File: config.mk
export PLATFORM = sky130hd
export DESIGN_NAME = run_length_pattern_counter
export DESIGN_NICKNAME = d
export VERILOG_FILES = /design/src/rtl/rlpc_pkg.sv /design/src/rtl/run_length_pattern_counter.sv /design/src/rtl/rlpc_match.sv /design/src/rtl/rlpc_accum.sv
export SDC_FILE = /design/constraint.sdc
export NUM_CORES = 2
export LEC_CHECK = 0
export ABC_AREA = 1
export BUFFER_PORTS_ARGS = -buffer_cell sky130_fd_sc_hd__buf_2
export CORE_ASPECT_RATIO = 2
export CORE_MARGIN = 5
export CORE_UTILIZATION = 50
export CTS_CLUSTER_DIAMETER = 120
export DETAILED_ROUTE_END_ITERATION = 10
export PLACE_DENSITY_LB_ADDON = 0.25
export SETUP_SLACK_MARGIN = 0.05
export SYNTH_ARGS = -nofsm -noshare
export SYNTH_HDL_FRONTEND = slang
export SYNTH_SLANG_ARGS = --single-unit
File: constraint.sdc
create_clock -name clk -period 30.5 [get_ports clk]
set_clock_uncertainty 0.1 [all_clocks]
set_input_delay 1.525 -clock clk [delete_from_list [all_inputs] [get_ports clk]]
set_output_delay 1.525 -clock clk [all_outputs]
set_load 0.02 [all_outputs]
File: src/rtl/rlpc_pkg.sv
// Shared types and constants of the run-length pattern counter.
`default_nettype none

package rlpc_pkg;

	localparam int RUN_W   = 20;
	localparam int FOUND_W = 40;
	localparam int TOTAL_W = 48;

	localparam logic [FOUND_W-1:0] FOUND_MAX = {FOUND_W{1'b1}};
	localparam logic [TOTAL_W-1:0] TOTAL_MAX = {TOTAL_W{1'b1}};

	localparam logic [1:0] OP_PATTERN = 2'd0;
	localparam logic [1:0] OP_TEXT    = 2'd1;
	localparam logic [1:0] OP_FLUSH   = 2'd2;
	localparam logic [1:0] OP_CLEAR   = 2'd3;

	localparam logic [1:0] STATUS_OK         = 2'd0;
	localparam logic [1:0] STATUS_TOO_LONG   = 2'd1;
	localparam logic [1:0] STATUS_NO_PATTERN = 2'd2;

	typedef struct packed {
		logic [1:0]       operation;
		logic [7:0]       symbol;
		logic [RUN_W-1:0] run_length;
	} item_t;

	typedef struct packed {
		logic [TOTAL_W-1:0] occurrence_total;
		logic [FOUND_W-1:0] found_now;
		logic [1:0]         status;
	} result_t;

	typedef struct packed {
		logic               clear;
		logic [FOUND_W-1:0] found;
		logic [1:0]         status;
	} step_t;

endpackage

`default_nettype wire

File: src/rtl/run_length_pattern_counter.sv
// Top level of the run-length pattern counter: handshake pipeline and stage wiring.
//
// Takes one word per cycle on item while item_ready is high, and returns one result
// word per item on result. From accept to result valid an item passes three
// registers: an input register, the window-compare stage, and the total/result
// register. The window-compare stage compares MAX_PATTERN_RUNS window lanes
// against the pattern in parallel. Each stage holds its word when the next
// one is full, so an item is still accepted while a finished result waits to be taken.
`default_nettype none

module run_length_pattern_counter #(
	parameter int MAX_PATTERN_RUNS = 16,
	parameter int LENGTH_BITS      = 40
) (
	input  wire logic              clk,
	input  wire logic              arst_n,
	input  wire logic              item_valid,
	output logic                   item_ready,
	input  wire rlpc_pkg::item_t   item,
	output logic                   result_valid,
	input  wire logic              result_ready,
	output rlpc_pkg::result_t      result
);
	import rlpc_pkg::*;

	item_t item_s1;
	step_t step_s2;
	logic  valid_s1_q;
	logic  valid_s2_q;
	logic  out_free;
	logic  s2_free;
	logic  take_s1;
	logic  take_s2;

	assign out_free   = !result_valid || result_ready;
	assign s2_free    = !valid_s2_q || out_free;
	assign item_ready = !valid_s1_q || s2_free;
	assign take_s1    = valid_s1_q && s2_free;
	assign take_s2    = valid_s2_q && out_free;

	always_ff @(posedge clk or negedge arst_n) begin
		if (!arst_n) begin
			valid_s1_q   <= 1'b0;
			valid_s2_q   <= 1'b0;
			result_valid <= 1'b0;
		end else begin
			if (item_valid && item_ready) begin
				valid_s1_q <= 1'b1;
			end else if (take_s1) begin
				valid_s1_q <= 1'b0;
			end
			if (take_s1) begin
				valid_s2_q <= 1'b1;
			end else if (take_s2) begin
				valid_s2_q <= 1'b0;
			end
			if (take_s2) begin
				result_valid <= 1'b1;
			end else if (result_ready) begin
				result_valid <= 1'b0;
			end
		end
	end

	always_ff @(posedge clk) begin
		if (item_valid && item_ready) begin
			item_s1 <= item;
		end
	end

	rlpc_match #(
		.MAX_PATTERN_RUNS(MAX_PATTERN_RUNS),
		.LENGTH_BITS(LENGTH_BITS)
	) u_match (
		.clk(clk),
		.arst_n(arst_n),
		.take(take_s1),
		.item_s1(item_s1),
		.step_s2(step_s2)
	);

	rlpc_accum u_accum (
		.clk(clk),
		.arst_n(arst_n),
		.take(take_s2),
		.step_s2(step_s2),
		.result_q(result)
	);

endmodule

`default_nettype wire

File: src/rtl/rlpc_match.sv
// Pattern store, open text run, run window and parallel window compare.
`default_nettype none

module rlpc_match #(
	parameter int MAX_PATTERN_RUNS = 16,
	parameter int LENGTH_BITS      = 40
) (
	input  wire logic           clk,
	input  wire logic           arst_n,
	input  wire logic           take,
	input  wire rlpc_pkg::item_t item_s1,
	output rlpc_pkg::step_t     step_s2
);
	import rlpc_pkg::*;

	localparam int CNT_W = $clog2(MAX_PATTERN_RUNS + 1);
	localparam int EXT_W = (LENGTH_BITS + 1 > FOUND_W + 1) ? LENGTH_BITS + 1 : FOUND_W + 1;
	localparam logic [CNT_W-1:0] CNT_MAX = CNT_W'(MAX_PATTERN_RUNS);
	localparam logic [LENGTH_BITS-1:0] LEN_MAX = {LENGTH_BITS{1'b1}};

	function automatic logic [LENGTH_BITS-1:0] sat_len(
		input logic [LENGTH_BITS-1:0] a,
		input logic [LENGTH_BITS-1:0] b
	);
		logic [LENGTH_BITS:0] s;
		s = {1'b0, a} + {1'b0, b};
		return s[LENGTH_BITS] ? LEN_MAX : s[LENGTH_BITS-1:0];
	endfunction

	logic [7:0]             pat_sym_q [MAX_PATTERN_RUNS];
	logic [LENGTH_BITS-1:0] pat_len_q [MAX_PATTERN_RUNS];
	logic [CNT_W-1:0]       pat_cnt_q;
	logic [7:0]             win_sym_q [MAX_PATTERN_RUNS];
	logic [LENGTH_BITS-1:0] win_len_q [MAX_PATTERN_RUNS];
	logic [CNT_W-1:0]       fill_q;
	logic [7:0]             pend_sym_q;
	logic [LENGTH_BITS-1:0] pend_len_q;
	logic                   pend_valid_q;

	logic [1:0]             op;
	logic [7:0]             sym;
	logic [LENGTH_BITS-1:0] len;
	logic                   len_zero;
	logic                   pat_merge;
	logic                   pat_full;
	logic                   pend_merge;
	logic                   close_run;
	logic [CNT_W-1:0]       fill_next;
	logic [7:0]             nw_sym [MAX_PATTERN_RUNS];
	logic [LENGTH_BITS-1:0] nw_len [MAX_PATTERN_RUNS];
	logic [MAX_PATTERN_RUNS-1:0] lane_ok;
	logic                   multi_hit;
	logic                   single_hit;
	logic [EXT_W-1:0]       single_diff;
	logic [FOUND_W-1:0]     found;
	logic [1:0]             status;

	assign op       = item_s1.operation;
	assign sym      = item_s1.symbol;
	assign len      = LENGTH_BITS'(item_s1.run_length);
	assign len_zero = (item_s1.run_length == '0);

	assign pat_merge  = (pat_cnt_q != '0) && (pat_sym_q[0] == sym);
	assign pat_full   = (pat_cnt_q == CNT_MAX);
	assign pend_merge = pend_valid_q && (pend_sym_q == sym);
	assign fill_next  = (fill_q == CNT_MAX) ? fill_q : fill_q + CNT_W'(1);

	always_comb begin
		close_run = 1'b0;
		status    = STATUS_OK;
		unique case (op)
			OP_PATTERN: begin
				if (!len_zero && !pat_merge && pat_full) begin
					status = STATUS_TOO_LONG;
				end
			end
			OP_TEXT: begin
				if (pat_cnt_q == '0) begin
					status = STATUS_NO_PATTERN;
				end else if (!len_zero && pend_valid_q && !pend_merge) begin
					close_run = 1'b1;
				end
			end
			OP_FLUSH: begin
				close_run = pend_valid_q;
			end
			default: begin
			end
		endcase
	end

	always_comb begin
		nw_sym[0] = pend_sym_q;
		nw_len[0] = pend_len_q;
		for (int a = 1; a < MAX_PATTERN_RUNS; a++) begin
			nw_sym[a] = win_sym_q[a-1];
			nw_len[a] = win_len_q[a-1];
		end
		for (int a = 0; a < MAX_PATTERN_RUNS; a++) begin
			if (CNT_W'(a) >= pat_cnt_q) begin
				lane_ok[a] = 1'b1;
			end else if (a == 0 || CNT_W'(a) == pat_cnt_q - CNT_W'(1)) begin
				lane_ok[a] = (nw_sym[a] == pat_sym_q[a]) && (nw_len[a] >= pat_len_q[a]);
			end else begin
				lane_ok[a] = (nw_sym[a] == pat_sym_q[a]) && (nw_len[a] == pat_len_q[a]);
			end
		end
	end

	assign multi_hit   = (pat_cnt_q >= CNT_W'(2)) && (fill_next >= pat_cnt_q) && (&lane_ok);
	assign single_hit  = (pat_cnt_q == CNT_W'(1)) && lane_ok[0];
	assign single_diff = EXT_W'(pend_len_q) - EXT_W'(pat_len_q[0]) + EXT_W'(1);

	always_comb begin
		found = '0;
		if (close_run) begin
			if (single_hit) begin
				found = (single_diff > EXT_W'(FOUND_MAX)) ? FOUND_MAX : FOUND_W'(single_diff);
			end else if (multi_hit) begin
				found = FOUND_W'(1);
			end
		end
	end

	always_ff @(posedge clk or negedge arst_n) begin
		if (!arst_n) begin
			pat_cnt_q    <= '0;
			fill_q       <= '0;
			pend_valid_q <= 1'b0;
		end else if (take) begin
			unique case (op)
				OP_PATTERN: begin
					if (!len_zero && !pat_merge && !pat_full) begin
						pat_cnt_q <= pat_cnt_q + CNT_W'(1);
					end
				end
				OP_TEXT: begin
					if (pat_cnt_q != '0 && !len_zero) begin
						pend_valid_q <= 1'b1;
						if (close_run) begin
							fill_q <= fill_next;
						end
					end
				end
				OP_FLUSH: begin
					pend_valid_q <= 1'b0;
					fill_q       <= '0;
				end
				default: begin
					pat_cnt_q    <= '0;
					fill_q       <= '0;
					pend_valid_q <= 1'b0;
				end
			endcase
		end
	end

	always_ff @(posedge clk) begin
		if (take) begin
			step_s2 <= '{clear: (op == OP_CLEAR), found: found, status: status};
			if (op == OP_PATTERN && !len_zero) begin
				if (pat_merge) begin
					pat_len_q[0] <= sat_len(pat_len_q[0], len);
				end else if (!pat_full) begin
					for (int k = 1; k < MAX_PATTERN_RUNS; k++) begin
						pat_sym_q[k] <= pat_sym_q[k-1];
						pat_len_q[k] <= pat_len_q[k-1];
					end
					pat_sym_q[0] <= sym;
					pat_len_q[0] <= len;
				end
			end
			if (close_run) begin
				for (int k = 0; k < MAX_PATTERN_RUNS; k++) begin
					win_sym_q[k] <= nw_sym[k];
					win_len_q[k] <= nw_len[k];
				end
			end
			if (op == OP_TEXT && pat_cnt_q != '0 && !len_zero) begin
				if (pend_merge) begin
					pend_len_q <= sat_len(pend_len_q, len);
				end else begin
					pend_sym_q <= sym;
					pend_len_q <= len;
				end
			end
		end
	end

	a_pend_needs_pattern: assert property (@(posedge clk) disable iff (!arst_n)
		pend_valid_q |-> pat_cnt_q != '0)
		else $error("open text run without a pattern");

	a_cnt_bound: assert property (@(posedge clk) disable iff (!arst_n)
		pat_cnt_q <= CNT_MAX && fill_q <= CNT_MAX)
		else $error("pattern count or window fill beyond depth");

	a_clear_empties: assert property (@(posedge clk) disable iff (!arst_n)
		take && op == OP_CLEAR |=> !pend_valid_q && pat_cnt_q == '0 && fill_q == '0)
		else $error("clear left state behind");

	a_found_on_close: assert property (@(posedge clk) disable iff (!arst_n)
		take && !close_run |=> step_s2.found == '0)
		else $error("count reported without a closed run");

endmodule

`default_nettype wire

File: src/rtl/rlpc_accum.sv
// Saturating occurrence total and result register.
`default_nettype none

module rlpc_accum (
	input  wire logic            clk,
	input  wire logic            arst_n,
	input  wire logic            take,
	input  wire rlpc_pkg::step_t step_s2,
	output rlpc_pkg::result_t    result_q
);
	import rlpc_pkg::*;

	logic [TOTAL_W-1:0] total_q;
	logic [TOTAL_W:0]   sum;
	logic [TOTAL_W-1:0] total_next;

	assign sum = {1'b0, total_q} + (TOTAL_W + 1)'(step_s2.found);

	always_comb begin
		if (step_s2.clear) begin
			total_next = '0;
		end else if (sum > (TOTAL_W + 1)'(TOTAL_MAX)) begin
			total_next = TOTAL_MAX;
		end else begin
			total_next = sum[TOTAL_W-1:0];
		end
	end

	always_ff @(posedge clk or negedge arst_n) begin
		if (!arst_n) begin
			total_q <= '0;
		end else if (take) begin
			total_q <= total_next;
		end
	end

	always_ff @(posedge clk) begin
		if (take) begin
			result_q <= '{occurrence_total: total_next, found_now: step_s2.found,
				status: step_s2.status};
		end
	end

endmodule

`default_nettype wire
======== Word-level counts from Yosys, hierarchy flattened ========
Memory sizes are Yosys's and may differ from the RTL's.
Cells that the tools add are included.
storage, ports and cells
  input bits .............................. 34
  logic and storage cells ................. 272
  RAM bits ................................ 1536
  memories kept ........................... 4
  output and inout bits ................... 92
  register bits after elaboration ......... 273
operators by class
  add/subtract/negate cells ............... 8
  bitwise logic cells ..................... 4
  order comparisons ....................... 36
  mux-type cells .......................... 72
  reductions and logical operators ........ 72
  equality and inequality tests ........... 57
memories
  name               depth  width  rd ports  clocked after Yosys merged registers in  wr ports  line              RTL
  u_match.pat_len_q  16     40     16        0                                        16        rlpc_match.sv:31  logic [LENGTH_BITS-1:0] pat_len_q [MAX_PATTERN_RUNS];
  u_match.win_len_q  16     40     15        0                                        16        rlpc_match.sv:34  logic [LENGTH_BITS-1:0] win_len_q [MAX_PATTERN_RUNS];
  u_match.pat_sym_q  16     8      16        0                                        16        rlpc_match.sv:30  logic [7:0] pat_sym_q [MAX_PATTERN_RUNS];
  u_match.win_sym_q  16     8      15        0                                        16        rlpc_match.sv:33  logic [7:0] win_sym_q [MAX_PATTERN_RUNS];
operators with widths
  operator                                                           count
  greater-or-equal comparator 40 bit                                 16
  equality test 40 bit                                               15
  2-to-1 mux 40 bit                                                  5
  equality test 8 bit                                                18
  2-to-1 mux 48 bit                                                  2
  adder 40 x 20 -> 41 bit                                            2
  2-to-1 mux 1 bit                                                   54
  adder 48 x 40 -> 49 bit                                            1
  > comparator 49 x 48 -> 1 bit (second input constant)              1
  logical AND 1 bit                                                  48
  adder 41 x 1 -> 41 bit (second input constant)                     1
  > comparator 41 x 40 -> 1 bit (second input constant)              1
  subtractor 40 x 40 -> 41 bit                                       1
  equality test 4 x 5 -> 1 bit (first input constant)                8
  greater-or-equal comparator 4 x 5 -> 1 bit (first input constant)  8
  equality test 3 x 5 -> 1 bit (first input constant)                4
  greater-or-equal comparator 3 x 5 -> 1 bit (first input constant)  4
  logical NOT 20 bit                                                 1
  2-to-1 mux 20 bit                                                  1
  2-to-1 mux 5 bit                                                   4
  case mux 5 bit (2 select lines)                                    2
  AND reduction 16 bit                                               1
  adder 5 x 1 -> 5 bit (second input constant)                       2
  equality test 2 x 5 -> 1 bit (first input constant)                2
  26 further kinds                                                   47

======== Depth between registers and ports, before layout ========
  depth in word-level cells ............... 10
  gate-level depth with buffers ........... 21
  gate-level depth less buffers ........... 20

======== Hierarchy ========
From an unflattened synthesis, not the netlist that was laid out.
second synthesis, totals
  cells, all modules ...................... 7536
  area total of the unflattened synthesis .. 85016.5 µm²
by module, submodules not included
  module                      sequential area each (µm²)  instances  cells each  area an instance (µm²)
  rlpc_match                  47490.5                     1          6248        74995.7
  rlpc_accum                  3903.7                      1          1241        8981.1
  run_length_pattern_counter  975.9                       1          47          1039.7

======== Worst setup path before layout ========
OpenSTA, ideal clock, no wires.
  path type ............................... in2reg
  start point ............................. in result_ready
  end point ............................... mem u_match.win_len_q[0][0], enable pin
  required time ........................... 28.573 ns
  library setup time ...................... 1.827 ns
  stages .................................. 4
  data arrival time ....................... 31.577 ns
  slack ................................... -3.004 ns
  path buffers ............................ 0
  cell sequence ........................... inv_1 nand3_1 nand2_1 nor2_1
RTL lines
  item             line                              RTL
  start, declared  run_length_pattern_counter.sv:21  input wire logic result_ready,
  end, declared    rlpc_match.sv:34

==> results.toml <==
[pwr]
vdd_drop_max_v = 0.0000724
post-layout-total-power_mw = 6.74
clockPowerShare = 0.288
combPwrFrac = 0.225
p_leak_nw = 38.5
power_density_mw_per_mm2 = 73.1
p_sw_frac = 0.314
switchingPower_mw = 2.11
internal_power_mw = 4.63
pwr-share-seq = 0.488

[cells_and_area]
design.final.nets = 8288
syn_to_final_growth_pct = 9.91
layout.core_utilization = 0.552
area_of_all_placed_cells_without_fillers_mm2 = 0.0922
finalNonFillerCells = 9712
post_route_cells_drive_above_1_share = 0.0569

[clock_network]
clock_latency_ps = 780
tritoncts.num_buffers = 161
cts_tree = "done"
cts.hold.buffers_added = 0
cts_setup_buffers = 0
post_cts_resize_count = 0
cts_root_buf = "clkbuf_16"
cts.htree.levels = 4
cts.path.max_buffers = 4
clk_pin_slew_worst_paths_ps = 70
cts.sinks = 1761

[yosys]
synth_flop_type = "edfxtp_1"
async_reset_ff_frac = 0.0352
synth-edff-count = 1679
synth_area_per_cell_um2 = 11.7
post_synth_instance_area_mm2 = 0.0838
synthesis.yosys.warnings = 0
synth_register_bits = 1761
part_of_the_yosys_area_used_for_sequential_elements = 0.625
yosys.cell_types.count = 69
syn-instance-count = 7185
synthesis.nets = 8020

[timing]
hold_viol_final = 0
timing.final.ws_setup_ps = 23760
rsz0062_at_grt = "no"
setup_total_negative_slack_ps = 0
finalCritPeriodShare = 0.221
final-max-slew-violation-count = 0
final.hold.worst_slack_ps = 316
worst_slew_pin_slew_ps = 1220
max_freq_mhz = 148
setup-violations-final = 0
post-route-min-period_ps = 6740
slew_headroom = 0.185

[die]
floorplan.initialDensity = 0.503
die-area_mm2 = 0.176
rows = 212
die_height_um = 589
die_x_um = 300
core_mm2 = 0.167
pin_count = 126

[grt]
grt_pass1_wl_um = 296000
grtUsageTotal = 0.221
first_global_vias = 54796
grt_start_max_net_pins = 189
globalRoute.totalOverflow = 0
antenna_found_initial = 3

[placement]
numPortBuffers = 125
hpwl_um = 152000
routability_driven_placement_congestion_ratio = 0.960
dp_worst_setup_slack_ps = 23200
placedCellCount = 9430
placement.cell_area_mm2 = 0.0872

[setup_path]
timing.critical_path.required_ps = 30770
worst-path-max-fanout = 188
timing.critical_path.from_type = "register"
path_class = "reg -> reg"
cp.arrival_ps = 7010
worst_setup_path_end_kind = "register"

[run]
maxCapViolCount = 0

[routing]
routedWlPerCell_um = 20.4
vias_per_cell = 5.32
drt_first_iter_violations = 2982
detail_route.first_pass.iterations = 6
vias = 51700
final_antenna_net_count = 0
drc = 0
routed_wirelength_um = 198000

[status]
status = "finished clean"

[min_path]
hp-class = "reg -> reg"
synthesized netlist by cell type, types with 3 or more instances:
library cell  instances  area, um2
inv_2                 4       15.0
a21boi_1              3       22.5
or2_2                 5       31.3
and3_1                9       56.3
nand3_1             215       1080
dfxtp_1              20        400
o21ai_0             224       1120
o21ai_1               6       30.0
nand3_2               7       70.1
a21oi_1             485       2430
xnor2_1             159       1390
nand2_1            1248       4680
ha_1                778       9730
a21boi_0              8       60.1
nor3_2                3       30.0
fa_1                 23        460
nand3b_1             10       75.1
inv_1              1202       4510
nor2_2                5       31.3
xor2_1               86        753
o21a_1               39        293
a21oi_2               3       26.3
edfxtp_1           1679      50400
nand4_1             105        657
buf_2                14       70.1
o22ai_1               7       43.8
a211oi_1              3       22.5
buf_6                 6       67.6
nand2_2               7       43.8
or2_0                 3       18.8
dfrtp_1              62       1550
nor3_1               71        355
a21o_1               38        285
a21oi_4               3       48.8
nor2_1              481       1810
a31oi_1              34        213
nor4_1               20        125
o221ai_1              4       35.0
clkbuf_1             25       93.8
o211ai_1              9       67.6
and2_1                9       56.3
o21bai_1             30        225
registers in the layout, indices dropped and copies added (netlist names):
register and flops:
u_match.pat_len_q 640, u_match.win_len_q 600, u_match.pat_sym_q 128, u_match.win_sym_q 120
u_accum.result_q 90, u_accum.total_q 48, u_match.step_s2 43, u_match.pend_len_q 40
item_s1 30, u_match.pend_sym_q 8, u_match.fill_q 5, u_match.pat_cnt_q 5
result_valid 1, u_match.pend_valid_q 1, valid_s1_q 1, valid_s2_q 1
worst paths after layout:
kind | startpoint | cells past startpoint | to | slack, ps
min in group asynchronous | arst_n | 2 | u_accum.total_q[40] | 880
setup reg to reg | item_s1[1] | 11 | u_match.pat_len_q[5][25] | 23760
hold reg to reg | u_match.pat_len_q[5][14] | 0 | u_match.pat_len_q[6][14] | 320
max in group asynchronous | arst_n | 2 | u_match.pat_cnt_q[1] | 28800
setup / recovery | item_s1[1] | 11 | u_match.pat_len_q[5][25] | 23760
hold / removal | u_match.pat_len_q[5][14] | 0 | u_match.pat_len_q[6][14] | 320
layout by cell type (no fill, tap or decap), types with 6 or more instances in the layout:
cell type  count
edfxtp_1    1679
nand2_1     1247
inv_1       1201
ha_1         778
a21oi_1      485
nor2_1       477
o21ai_0      224
nand3_1      215
clkbuf_16    163
xnor2_1      159
buf_2        125
nand4_1      105
xor2_1        86
nor3_1        70
dfrtp_1       62
o21a_1        39
a21o_1        38
clkbuf_1      35
a31oi_1       34
o21bai_1      30
clkinv_1      30
clkinv_2      26
fa_1          23
buf_4         21
dfxtp_1       20
nor4_1        19
bufinv_16     11
nand3b_1      10
o211ai_1       9
and3_1         9
and2_1         9
nand2_2        8
a21boi_0       8
nand3_2        7
o22ai_1        7
o21ai_1        6
inv_6          6
buf_12         6
cell families after synthesis:
family	count (synthesis)	synth area share
AOI/OAI and AO/OA	913	0.0606
xor gates and xnor gates	246	0.0259
adders and majority gates	801	0.122
buffers and inverters	1255	0.0571
DFF	1761	0.625
and+or+nand+nor	2209	0.110
layer usage:
metal,up-vias,part of all wire,global-route usage
li1,25132,-,-
met1,24828,0.29,0.180
met2,1086,0.57,0.444
met3,650,0.030,0.0258
met4,4,0.11,0.198
met5,-,0.00015,0
final cells by class:
| class | count | area, um2 |
|---|---|---|
| clock buffers | 201 | 4250 |
| diodes | 2 | 5.00 |
| inverters | 1208 | 4540 |
| fillers | 13593 | 74700 |
| multi-input cells | 4169 | 26700 |
| clock inverters | 79 | 674 |
| repair buffers | 152 | 903 |
| flip-flops and latches | 1761 | 52400 |
| well taps | 2140 | 2680 |
worst max-delay path: stages, from the launching register on:
cell and delay [ps]:
edfxtp_1 410, inv_1 200, nand4_1 210, nor3_1 70, nand2_1 490, nand3_1 270
nor2_4 160, buf_12 580, buf_12 780, buf_12 670, buf_4 840, buf_12 780
power by group through the flow:
stage               clock network (mW)  registers, mW  logic, mW
floorplan                            0           3.54      0.951
global placement                     0           3.32       1.49
detailed placement                   0           3.33       1.52
CTS                               1.98           3.28       1.53
global route                      2.08           3.31       1.68
finish                            1.94           3.29       1.51
Power figures use the tool's default switching activity.
